--- src/hdl/assert_macros.svh ---
// Assertion helpers shared by the RTL. Every macro samples on aclk and is
// disabled while aresetn is low.
`ifndef ASSERT_MACROS_SVH
`define ASSERT_MACROS_SVH

// The condition holds at every clock edge.
`define VTDI_ASSERT_HOLDS(lbl, cond, msg) \
    lbl: assert property (@(posedge aclk) disable iff (!aresetn) (cond)) else $error(msg);

// When the antecedent holds, the consequent holds in the same cycle.
`define VTDI_ASSERT_IMP(lbl, ante, cons, msg) \
    lbl: assert property (@(posedge aclk) disable iff (!aresetn) (ante) |-> (cons)) \
        else $error(msg);

// When the antecedent holds, the consequent holds in the next cycle.
`define VTDI_ASSERT_NXT(lbl, ante, cons, msg) \
    lbl: assert property (@(posedge aclk) disable iff (!aresetn) (ante) |=> (cons)) \
        else $error(msg);

`endif

--- src/hdl/vtdi_pkg.sv ---
`default_nettype none

package vtdi_pkg;

    localparam int DIR_W = 9;
    localparam int QUO_W = 9;
    localparam int ANG_W = 10;
    localparam int ATN_W = 7;

    // Pipeline layout: octant stage, one stage per quotient bit, three
    // polynomial stages, scaling and the output register.
    localparam int STG_OCT = 0;
    localparam int STG_DIV_LAST = STG_OCT + QUO_W;
    localparam int STG_SQR = STG_DIV_LAST + 1;
    localparam int STG_CUB = STG_SQR + 1;
    localparam int STG_ANG = STG_CUB + 1;
    localparam int STG_SCL = STG_ANG + 1;
    localparam int STG_OUT = STG_SCL + 1;
    localparam int NSTG = STG_OUT + 1;

    localparam logic [ANG_W-1:0] ANG_0 = 10'd0;
    localparam logic [ANG_W-1:0] ANG_128 = 10'd128;
    localparam logic [ANG_W-1:0] ANG_256 = 10'd256;
    localparam logic [ANG_W-1:0] ANG_384 = 10'd384;
    localparam logic [ANG_W-1:0] ANG_512 = 10'd512;

    localparam logic [6:0] COEF_LIN = 7'd82;
    localparam logic [5:0] COEF_SQR = 6'd62;
    localparam logic [3:0] COEF_CUB = 4'd10;
    localparam int SHIFT_LIN = 8;
    localparam int SHIFT_SQR = 19;
    localparam int SHIFT_CUB = 24;

    localparam logic [8:0] ROUND_HALF = 9'd256;
    localparam int SCALE_SHIFT = 9;
    localparam logic [DIR_W-1:0] DIR_COUNT_RST = 9'd16;
    localparam logic [DIR_W-1:0] DIR_NONE = 9'd0;
    localparam logic [DIR_W-1:0] DIR_FIRST = 9'd1;
    localparam logic [QUO_W-1:0] QUO_MAX = 9'd256;

    typedef struct packed {
        logic             zero;
        logic             neg;
        logic [ANG_W-1:0] base;
    } side_t;

endpackage

`default_nettype wire

--- src/hdl/vtdi_div_step.sv ---
`default_nettype none

module vtdi_div_step #(
    parameter int VELOCITY_WIDTH = 16
) (
    input  wire logic                        aclk,
    input  wire logic                        en,
    input  wire logic [VELOCITY_WIDTH:0]     rem_in,
    input  wire logic [VELOCITY_WIDTH-1:0]   den_in,
    input  wire logic [vtdi_pkg::QUO_W-1:0]  quo_in,
    input  wire vtdi_pkg::side_t             side_in,
    output logic      [VELOCITY_WIDTH-1:0]   rem_out,
    output logic      [VELOCITY_WIDTH-1:0]   den_out,
    output logic      [vtdi_pkg::QUO_W-1:0]  quo_out,
    output vtdi_pkg::side_t                  side_out
);
    import vtdi_pkg::*;

    logic [VELOCITY_WIDTH:0]   den_ext;
    logic [VELOCITY_WIDTH:0]   diff;
    logic                      take;
    logic [VELOCITY_WIDTH-1:0] rem_next;

    // One restoring step: the partial remainder stays below the divisor.
    always_comb begin
        den_ext = {1'b0, den_in};
        diff = rem_in - den_ext;
        take = (rem_in >= den_ext);
        rem_next = take ? diff[VELOCITY_WIDTH-1:0] : rem_in[VELOCITY_WIDTH-1:0];
    end

    always_ff @(posedge aclk) begin
        if (en) begin
            rem_out <= rem_next;
            den_out <= den_in;
            quo_out <= {quo_in[QUO_W-2:0], take};
            side_out <= side_in;
        end
    end

endmodule

`default_nettype wire

--- src/hdl/vector_to_direction_index.sv ---
// Throughput: one vector per cycle while s_ready is high. The pipeline has octant
// selection, nine restoring divider stages (one quotient bit each), three
// polynomial stages, a scaling multiply and the output register. A stalled
// output only holds stages that are full; empty stages keep accepting.
// Synchronous reset empties the pipeline and sets direction_count to 16.
`default_nettype none

`include "assert_macros.svh"

module vector_to_direction_index #(
    parameter int VELOCITY_WIDTH = 16
) (
    input  wire logic                              aclk,
    input  wire logic                              aresetn,
    input  wire logic                              cfg_valid,
    output logic                                   cfg_ready,
    input  wire logic [vtdi_pkg::DIR_W-1:0]        cfg_direction_count,
    input  wire logic                              s_valid,
    output logic                                   s_ready,
    input  wire logic signed [VELOCITY_WIDTH-1:0]  s_vel_x,
    input  wire logic signed [VELOCITY_WIDTH-1:0]  s_vel_y,
    output logic                                   m_valid,
    input  wire logic                              m_ready,
    output logic      [vtdi_pkg::DIR_W-1:0]        m_direction
);
    import vtdi_pkg::*;

    localparam int W = VELOCITY_WIDTH;

    logic [DIR_W-1:0] dir_count_reg;

    logic [NSTG-1:0] stg_vld_reg;
    logic [NSTG-1:0] stg_vld_next;
    logic [NSTG-1:0] stg_en;

    // Octant stage.
    logic [W-1:0] mag_x;
    logic [W-1:0] mag_y;
    logic [W-1:0] num_next;
    logic [W-1:0] den_next;
    side_t        side_next;
    logic [W-1:0] num0_reg;
    logic [W-1:0] den0_reg;
    side_t        side0_reg;

    // Divider chain, index 0 is the octant stage.
    logic [W-1:0]     div_rem  [0:QUO_W];
    logic [W-1:0]     div_den  [0:QUO_W];
    logic [QUO_W-1:0] div_quo  [0:QUO_W];
    side_t            div_side [0:QUO_W];

    // Polynomial stages.
    logic [15:0]      lin_prod;
    logic [17:0]      sqr_full;
    logic [QUO_W-1:0] q_reg;
    logic [16:0]      q2_reg;
    logic [ATN_W-1:0] t1_reg;
    side_t            side_sqr_reg;

    logic [25:0]      cub_full;
    logic [22:0]      sqr_prod;
    logic [24:0]      q3_reg;
    logic [2:0]       t2_reg;
    logic [ATN_W-1:0] t1b_reg;
    side_t            side_cub_reg;

    logic [28:0]      cub_prod;
    logic [ATN_W-1:0] atn;
    logic [ANG_W-1:0] ang_next;
    logic [ANG_W-1:0] ang_reg;
    logic             zero_ang_reg;

    logic [18:0]      scl_sum;
    logic [ANG_W-1:0] d_reg;
    logic             zero_scl_reg;

    logic [DIR_W-1:0] dir_next;
    logic [DIR_W-1:0] dir_reg;

    // Configuration register.
    assign cfg_ready = 1'b1;

    always_ff @(posedge aclk) begin
        if (!aresetn) begin
            dir_count_reg <= DIR_COUNT_RST;
        end else if (cfg_valid) begin
            dir_count_reg <= cfg_direction_count;
        end
    end

    // A stage may load when it is empty or when the stage after it moves on.
    always_comb begin
        stg_en[NSTG-1] = !stg_vld_reg[NSTG-1] || m_ready;
        for (int k = NSTG - 2; k >= 0; k--) begin
            stg_en[k] = !stg_vld_reg[k] || stg_en[k+1];
        end
        for (int k = 0; k < NSTG; k++) begin
            if (stg_en[k]) begin
                stg_vld_next[k] = (k == 0) ? s_valid : stg_vld_reg[(k == 0) ? 0 : k - 1];
            end else begin
                stg_vld_next[k] = stg_vld_reg[k];
            end
        end
    end

    always_ff @(posedge aclk) begin
        if (!aresetn) begin
            stg_vld_reg <= '0;
        end else begin
            stg_vld_reg <= stg_vld_next;
        end
    end

    assign s_ready = stg_en[STG_OCT];
    assign m_valid = stg_vld_reg[STG_OUT];
    assign m_direction = dir_reg;

    // Octant selection: the smaller magnitude is divided by the larger one.
    always_comb begin
        mag_x = s_vel_x[W-1] ? (~s_vel_x + 1'b1) : s_vel_x;
        mag_y = s_vel_y[W-1] ? (~s_vel_y + 1'b1) : s_vel_y;
        side_next.zero = 1'b0;
        side_next.neg = 1'b0;
        side_next.base = ANG_0;
        num_next = mag_x;
        den_next = mag_y;
        priority if (s_vel_x == '0 && s_vel_y == '0) begin
            side_next.zero = 1'b1;
        end else if (!s_vel_x[W-1] && s_vel_x != '0) begin
            if (s_vel_y[W-1]) begin
                if (mag_y > mag_x) begin
                    side_next.base = ANG_0;
                end else begin
                    num_next = mag_y;
                    den_next = mag_x;
                    side_next.base = ANG_128;
                    side_next.neg = 1'b1;
                end
            end else begin
                if (mag_x > mag_y) begin
                    num_next = mag_y;
                    den_next = mag_x;
                    side_next.base = ANG_128;
                end else begin
                    side_next.base = ANG_256;
                    side_next.neg = 1'b1;
                end
            end
        end else begin
            if (!s_vel_y[W-1] && s_vel_y != '0) begin
                if (mag_y > mag_x) begin
                    side_next.base = ANG_256;
                end else begin
                    num_next = mag_y;
                    den_next = mag_x;
                    side_next.base = ANG_384;
                    side_next.neg = 1'b1;
                end
            end else begin
                if (mag_x > mag_y) begin
                    num_next = mag_y;
                    den_next = mag_x;
                    side_next.base = ANG_384;
                end else begin
                    side_next.base = ANG_512;
                    side_next.neg = 1'b1;
                end
            end
        end
    end

    always_ff @(posedge aclk) begin
        if (stg_en[STG_OCT]) begin
            num0_reg <= num_next;
            den0_reg <= den_next;
            side0_reg <= side_next;
        end
    end

    assign div_rem[0] = num0_reg;
    assign div_den[0] = den0_reg;
    assign div_quo[0] = '0;
    assign div_side[0] = side0_reg;

    // The first step finds the top quotient bit without a shift, since the
    // minor magnitude never exceeds the major one.
    for (genvar i = 0; i < QUO_W; i++) begin : g_div
        logic [W:0] rem_in;
        if (i == 0) begin : g_first
            assign rem_in = {1'b0, div_rem[i]};
        end else begin : g_rest
            assign rem_in = {div_rem[i], 1'b0};
        end
        vtdi_div_step #(
            .VELOCITY_WIDTH(VELOCITY_WIDTH)
        ) u_step (
            .aclk     (aclk),
            .en       (stg_en[STG_OCT + 1 + i]),
            .rem_in   (rem_in),
            .den_in   (div_den[i]),
            .quo_in   (div_quo[i]),
            .side_in  (div_side[i]),
            .rem_out  (div_rem[i+1]),
            .den_out  (div_den[i+1]),
            .quo_out  (div_quo[i+1]),
            .side_out (div_side[i+1])
        );
    end

    // Square and linear term.
    always_comb begin
        lin_prod = 16'(div_quo[QUO_W]) * 16'(COEF_LIN);
        sqr_full = 18'(div_quo[QUO_W]) * 18'(div_quo[QUO_W]);
    end

    always_ff @(posedge aclk) begin
        if (stg_en[STG_SQR]) begin
            q_reg <= div_quo[QUO_W];
            q2_reg <= sqr_full[16:0];
            t1_reg <= lin_prod[SHIFT_LIN +: ATN_W];
            side_sqr_reg <= div_side[QUO_W];
        end
    end

    // Cube and square term.
    always_comb begin
        cub_full = 26'(q2_reg) * 26'(q_reg);
        sqr_prod = 23'(q2_reg) * 23'(COEF_SQR);
    end

    always_ff @(posedge aclk) begin
        if (stg_en[STG_CUB]) begin
            q3_reg <= cub_full[24:0];
            t2_reg <= sqr_prod[SHIFT_SQR +: 3];
            t1b_reg <= t1_reg;
            side_cub_reg <= side_sqr_reg;
        end
    end

    // Cubic term, arctangent and octant offset.
    always_comb begin
        cub_prod = 29'(q3_reg) * 29'(COEF_CUB);
        atn = t1b_reg - ATN_W'(t2_reg) - ATN_W'(cub_prod[SHIFT_CUB +: 4]);
        if (side_cub_reg.neg) begin
            ang_next = side_cub_reg.base - ANG_W'(atn);
        end else begin
            ang_next = side_cub_reg.base + ANG_W'(atn);
        end
    end

    always_ff @(posedge aclk) begin
        if (stg_en[STG_ANG]) begin
            ang_reg <= ang_next;
            zero_ang_reg <= side_cub_reg.zero;
        end
    end

    // Scale the angle to the number of directions with rounding.
    always_comb begin
        scl_sum = 19'(ang_reg) * 19'(dir_count_reg) + 19'(ROUND_HALF);
    end

    always_ff @(posedge aclk) begin
        if (stg_en[STG_SCL]) begin
            d_reg <= scl_sum[SCALE_SHIFT +: ANG_W];
            zero_scl_reg <= zero_ang_reg;
        end
    end

    // A rounded index that reaches the count wraps to the first direction.
    always_comb begin
        priority if (zero_scl_reg) begin
            dir_next = DIR_NONE;
        end else if (d_reg >= {1'b0, dir_count_reg}) begin
            dir_next = DIR_FIRST;
        end else begin
            dir_next = d_reg[DIR_W-1:0] + DIR_FIRST;
        end
    end

    always_ff @(posedge aclk) begin
        if (stg_en[STG_OUT]) begin
            dir_reg <= dir_next;
        end
    end

    `VTDI_ASSERT_NXT(a_accept_fills_first, s_valid && s_ready, stg_vld_reg[STG_OCT], "accepted transaction did not enter the pipeline")
    `VTDI_ASSERT_IMP(a_div_rem_below_den, stg_vld_reg[STG_DIV_LAST] && !div_side[QUO_W].zero, div_rem[QUO_W] < div_den[QUO_W], "divider remainder not below divisor")
    `VTDI_ASSERT_IMP(a_quo_range, stg_vld_reg[STG_DIV_LAST] && !div_side[QUO_W].zero, div_quo[QUO_W] <= QUO_MAX, "ratio exceeds one")
    `VTDI_ASSERT_IMP(a_ang_range, stg_vld_reg[STG_ANG], ang_reg <= ANG_512, "angle beyond full circle")

endmodule

`default_nettype wire

--- config.mk ---
export PLATFORM = sky130hd
export DESIGN_NAME = vector_to_direction_index
export DESIGN_NICKNAME = d
export VERILOG_FILES = /design/src/hdl/vtdi_pkg.sv /design/src/hdl/vtdi_div_step.sv /design/src/hdl/vector_to_direction_index.sv
export VERILOG_INCLUDE_DIRS = /design/src /design/src/hdl
export SDC_FILE = /design/constraint.sdc
export NUM_CORES = 2
export LEC_CHECK = 0
export BUFFER_PORTS_ARGS = -buffer_cell sky130_fd_sc_hd__buf_2
export CAP_MARGIN = 10
export CORE_MARGIN = 5
export CORE_UTILIZATION = 55
export DETAILED_ROUTE_END_ITERATION = 10
export PLACE_DENSITY = 0.71
export SETUP_SLACK_MARGIN = 0.3
export SLEW_MARGIN = 20
export SYNTH_ARGS = -nofsm -noshare
export SYNTH_HDL_FRONTEND = slang
export SYNTH_SLANG_ARGS = --single-unit
--- constraint.sdc ---
create_clock -name aclk -period 5.9 [get_ports aclk]
set_clock_uncertainty 0.2 [all_clocks]
set_input_delay 1.18 -clock aclk [delete_from_list [all_inputs] [get_ports aclk]]
set_output_delay 1.18 -clock aclk [all_outputs]
set_load 0.05 [all_outputs]
==> flow_summary.yaml <==
run_status:
  status: "finished, final reports clean"
floorplanning:
  rows: 96
  die_h_um: 273
  start_util_pct: 55.4
  ios: 58
  dieArea_sq_mm: 0.0743
  core_region_area_sq_mm: 0.0685
  die_width_um: 273
grt:
  grt_pass1_wl_mm: 128
  grt_pass1_vias: 25392
  overflow: 0
  antenna_found_initial: 1
  grt_max_degree: 46
  track_usage_pct: 21.1
timing:
  finalMaxSlewViolations: 0
  finalHoldWorstSlack_ps: 215
  fin_ws_ps: 250
  period_share_pct: 95.8
  setup_viol: 0
  slew_headroom_pct: 30.4
  max_freq_mhz: 177
  tightest_slew_ps: 1040
  fin_crit_ps: 5650
  finalHoldViolCount: 0
  rsz0062_at_grt: "yes"
drt:
  drt_first_pass_iters: 6
  first_iter_violations: 1271
  ant_nets: 0
  routedWlPerCell_um: 17.4
  drt_wl_total_mm: 77.0
  drt-vias-per-instance: 5.53
  drc: 0
  vias: 24546
cts:
  cts_num_sinks: 514
  htree_levels: 2
  cts_buffer_depth: 3
  clk_latency_ps: 650
  cts-root-buf: "clkbuf_16"
  clkSlewWorstSetupHoldPaths_ps: 60
  holdBufCountCts: 0
  cts_made_buffers: 57
  cts_tree: "yes"
worst_setup_path:
  critPathKind: "flip-flop to flip-flop"
  rr_worst_depth: 22
  critical_path_required_ps: 6060
  worstSetupStartpoint: "q3_reg[13]$_DFFE_PP_"
  worstPathArrival_ps: 5810
  r2r_end: "ang_reg[9]$_DFFE_PP_"
  cp_slowest_stage_delay_ps: 450
  crit_chain: "ha_1 > ha_1 > and3_4 > a221o_1 > a221oi_4 > buf_6 > o22ai_2 > o21a_1 > nor2_2 > xnor2_2 > fa_1 > inv_1 > ha_4 > o211ai_1 > nand2_1 > xnor2_2 > buf_4 > a31oi_1 > xor2_1 > nand4_1 > o31ai_4 > xnor2_1"
  endpoint_kind: "flip-flop"
  cp_max_fo: 4
  critPathLaunchType: "flip-flop"
  slowest_stage: "fa_1"
  ff2ff_setup_slack_ps: 250
  critPathCapture: "ang_reg[9]$_DFFE_PP_"
  r2r-start: "q3_reg[13]$_DFFE_PP_"
placed_design:
  port_buffers: 56
  place_ws_ps: -21.1
  place_congestion: 0.870
  hpwl_mm: 60.0
finish:
  fin_nets: 4205
  layout-drive-gt1-share_pct: 9.85
  reg.largest.list: "g_div.u_step.den_out: 128 flops, g_div.u_step.rem_out: 128 flops"
  syn2layout_area_growth_pct: 11.4
synth:
  ys_types: 80
  syn_area_per_cell_sq_um: 11.3
  syn-instance-count: 3353
  synth_xor_area_share_pct: 4.25
  muxShareOfSynthArea_pct: 4.41
  synth-simple-area-share_pct: 10.4
  synth_top_family_by_area: "adder cells"
  ys_seq_elements: 514
  synth_flop_cell: "edfxtp_1"
  synthAdderAreaFrac_pct: 26.3
  yosys_warnings: 0
  async_flop_share_pct: 0
  synth_compound_area_share_pct: 9.06
  ys_seq_area_share_pct: 40.0
  synth.cell_area_sq_mm: 0.0379
  synth_enable_flop_cells: 490
job:
  cap_violations: 0
min_path:
  hp-class: "flip-flop to flip-flop"
  min_path_cells: 0
timing repair:
action	in CTS	in global routing
gates resized for setup	36	31
buffers inserted	8	42
pin swaps	31	23
endpoints found under the setup margin	5	11
worst min path at each step:
stage | slack (ps) | from | endpoint
6_report | 220 | g_div[5].u_step.side_out[9]$_DFFE_PP_ | g_div[6].u_step.side_out[9]$_DFFE_PP_
3_3_place_gp | 200 | g_div[3].u_step.side_out[10]$_DFFE_PP_ | g_div[4].u_step.side_out[10]$_DFFE_PP_
4_1_cts | 220 | g_div[7].u_step.side_out[8]$_DFFE_PP_ | g_div[8].u_step.side_out[8]$_DFFE_PP_
3_5_place_dp | 200 | g_div[3].u_step.quo_out[1]$_DFFE_PP_ | g_div[4].u_step.quo_out[2]$_DFFE_PP_
5_1_grt | 220 | g_div[5].u_step.side_out[9]$_DFFE_PP_ | g_div[6].u_step.side_out[9]$_DFFE_PP_
2_1_floorplan | 200 | div_side[118]$_SDFFCE_PP0P_ | g_div[0].u_step.side_out[10]$_DFFE_PP_
worst max-delay path: cells and delay by family, from the launching register on:
kind	cells	cell delay (ps)
AOI/OAI and AO/OA	7	1710
adders and majority gates	4	1310
DFF	1	410
and+or+nand+nor	4	660
xor gates and xnor gates	4	680
buffers and inverters	3	410
cell usage in the layout (no fill, tap or decap), drive strengths merged, types with 12 or more instances in the layout:
master	netlist	layout
o31ai	27	27
a21oi	139	139
nor3	49	49
nand3	46	46
nand2	265	265
o2111ai	14	14
clkbuf	54	71
nor2	128	128
o21ai	64	64
xnor2	110	110
a211oi	22	22
and3	22	22
buf	11	156
o21a	44	44
o31a	12	12
xor2	74	74
o211ai	21	21
mux2i	57	57
a31oi	18	18
a21o	68	68
mux2	98	98
fa	243	243
nand4	31	31
nor2b	64	64
ha	410	410
edfxtp	490	490
a21boi	16	16
and2	113	113
clkinv	0	21
inv	476	477
nor4	15	15
or3	14	14
nand2b	13	13
dfxtp	24	24
synth_stat cells (57+ instances only):
cell        n  share of area, %
edfxtp_1  490                39
inv_1     473               4.7
ha_1      410                14
nand2_1   265               2.6
fa_1      243                13
a21oi_1   138               1.8
nor2_1    127               1.3
and2_1    113               1.9
xnor2_1   110               2.5
mux2_1     74               2.2
xor2_1     74               1.7
a21o_1     68               1.3
nor2b_1    64               1.1
mux2i_1    57               1.5
area by class of cell:
type / instances / area [sq um]
Tap cell: 882 / 1100
Clock inverter: 35 / 482
Clock buffer: 71 / 1530
Inverter: 476 / 1790
Antenna cell: 1 / 2.50
Multi-Input combinational cell: 2300 / 21100
Fill cell: 5396 / 26200
Timing Repair Buffer: 157 / 1060
Sequential cell: 514 / 15200
metrics by stage:
step	setup TNS [ps]	cells	util (%)	instance area (sq um)
after CTS	0	4393	60.9	41700
final	0	4436	61.7	42300
after floorplan	0	3355	-	38000
after global placement	-35.7	4279	57.6	39500
after detailed placement	-21.1	4279	57.6	39500
after global routing	0	4436	61.7	42300
kinds of logic after synthesis:
| family | after synthesis |
|---|---|
| AOI/OAI and AO/OA | 511 |
| xor gates and xnor gates | 184 |
| adders and majority gates | 653 |
| buffers and inverters | 541 |
| DFF | 514 |
| muxes | 155 |
| other | 2 |
| and+or+nand+nor | 793 |
per-layer routing:
| layer | share of wire, % | wire length, um | up-vias | track usage (%) |
|---|---|---|---|---|
| li1 | - | - | 12014 | - |
| met5 | 0 | 0 | - | 0 |
| met4 | 3.6 | 2760 | 0 | 7.34 |
| met1 | 42 | 32100 | 11931 | 26.4 |
| met3 | 3.9 | 3000 | 142 | 2.67 |
| met2 | 51 | 39200 | 459 | 37.8 |
Power is not shown: default switching activity piles up to over one toggle a cycle in this logic, so the estimate is an artifact.
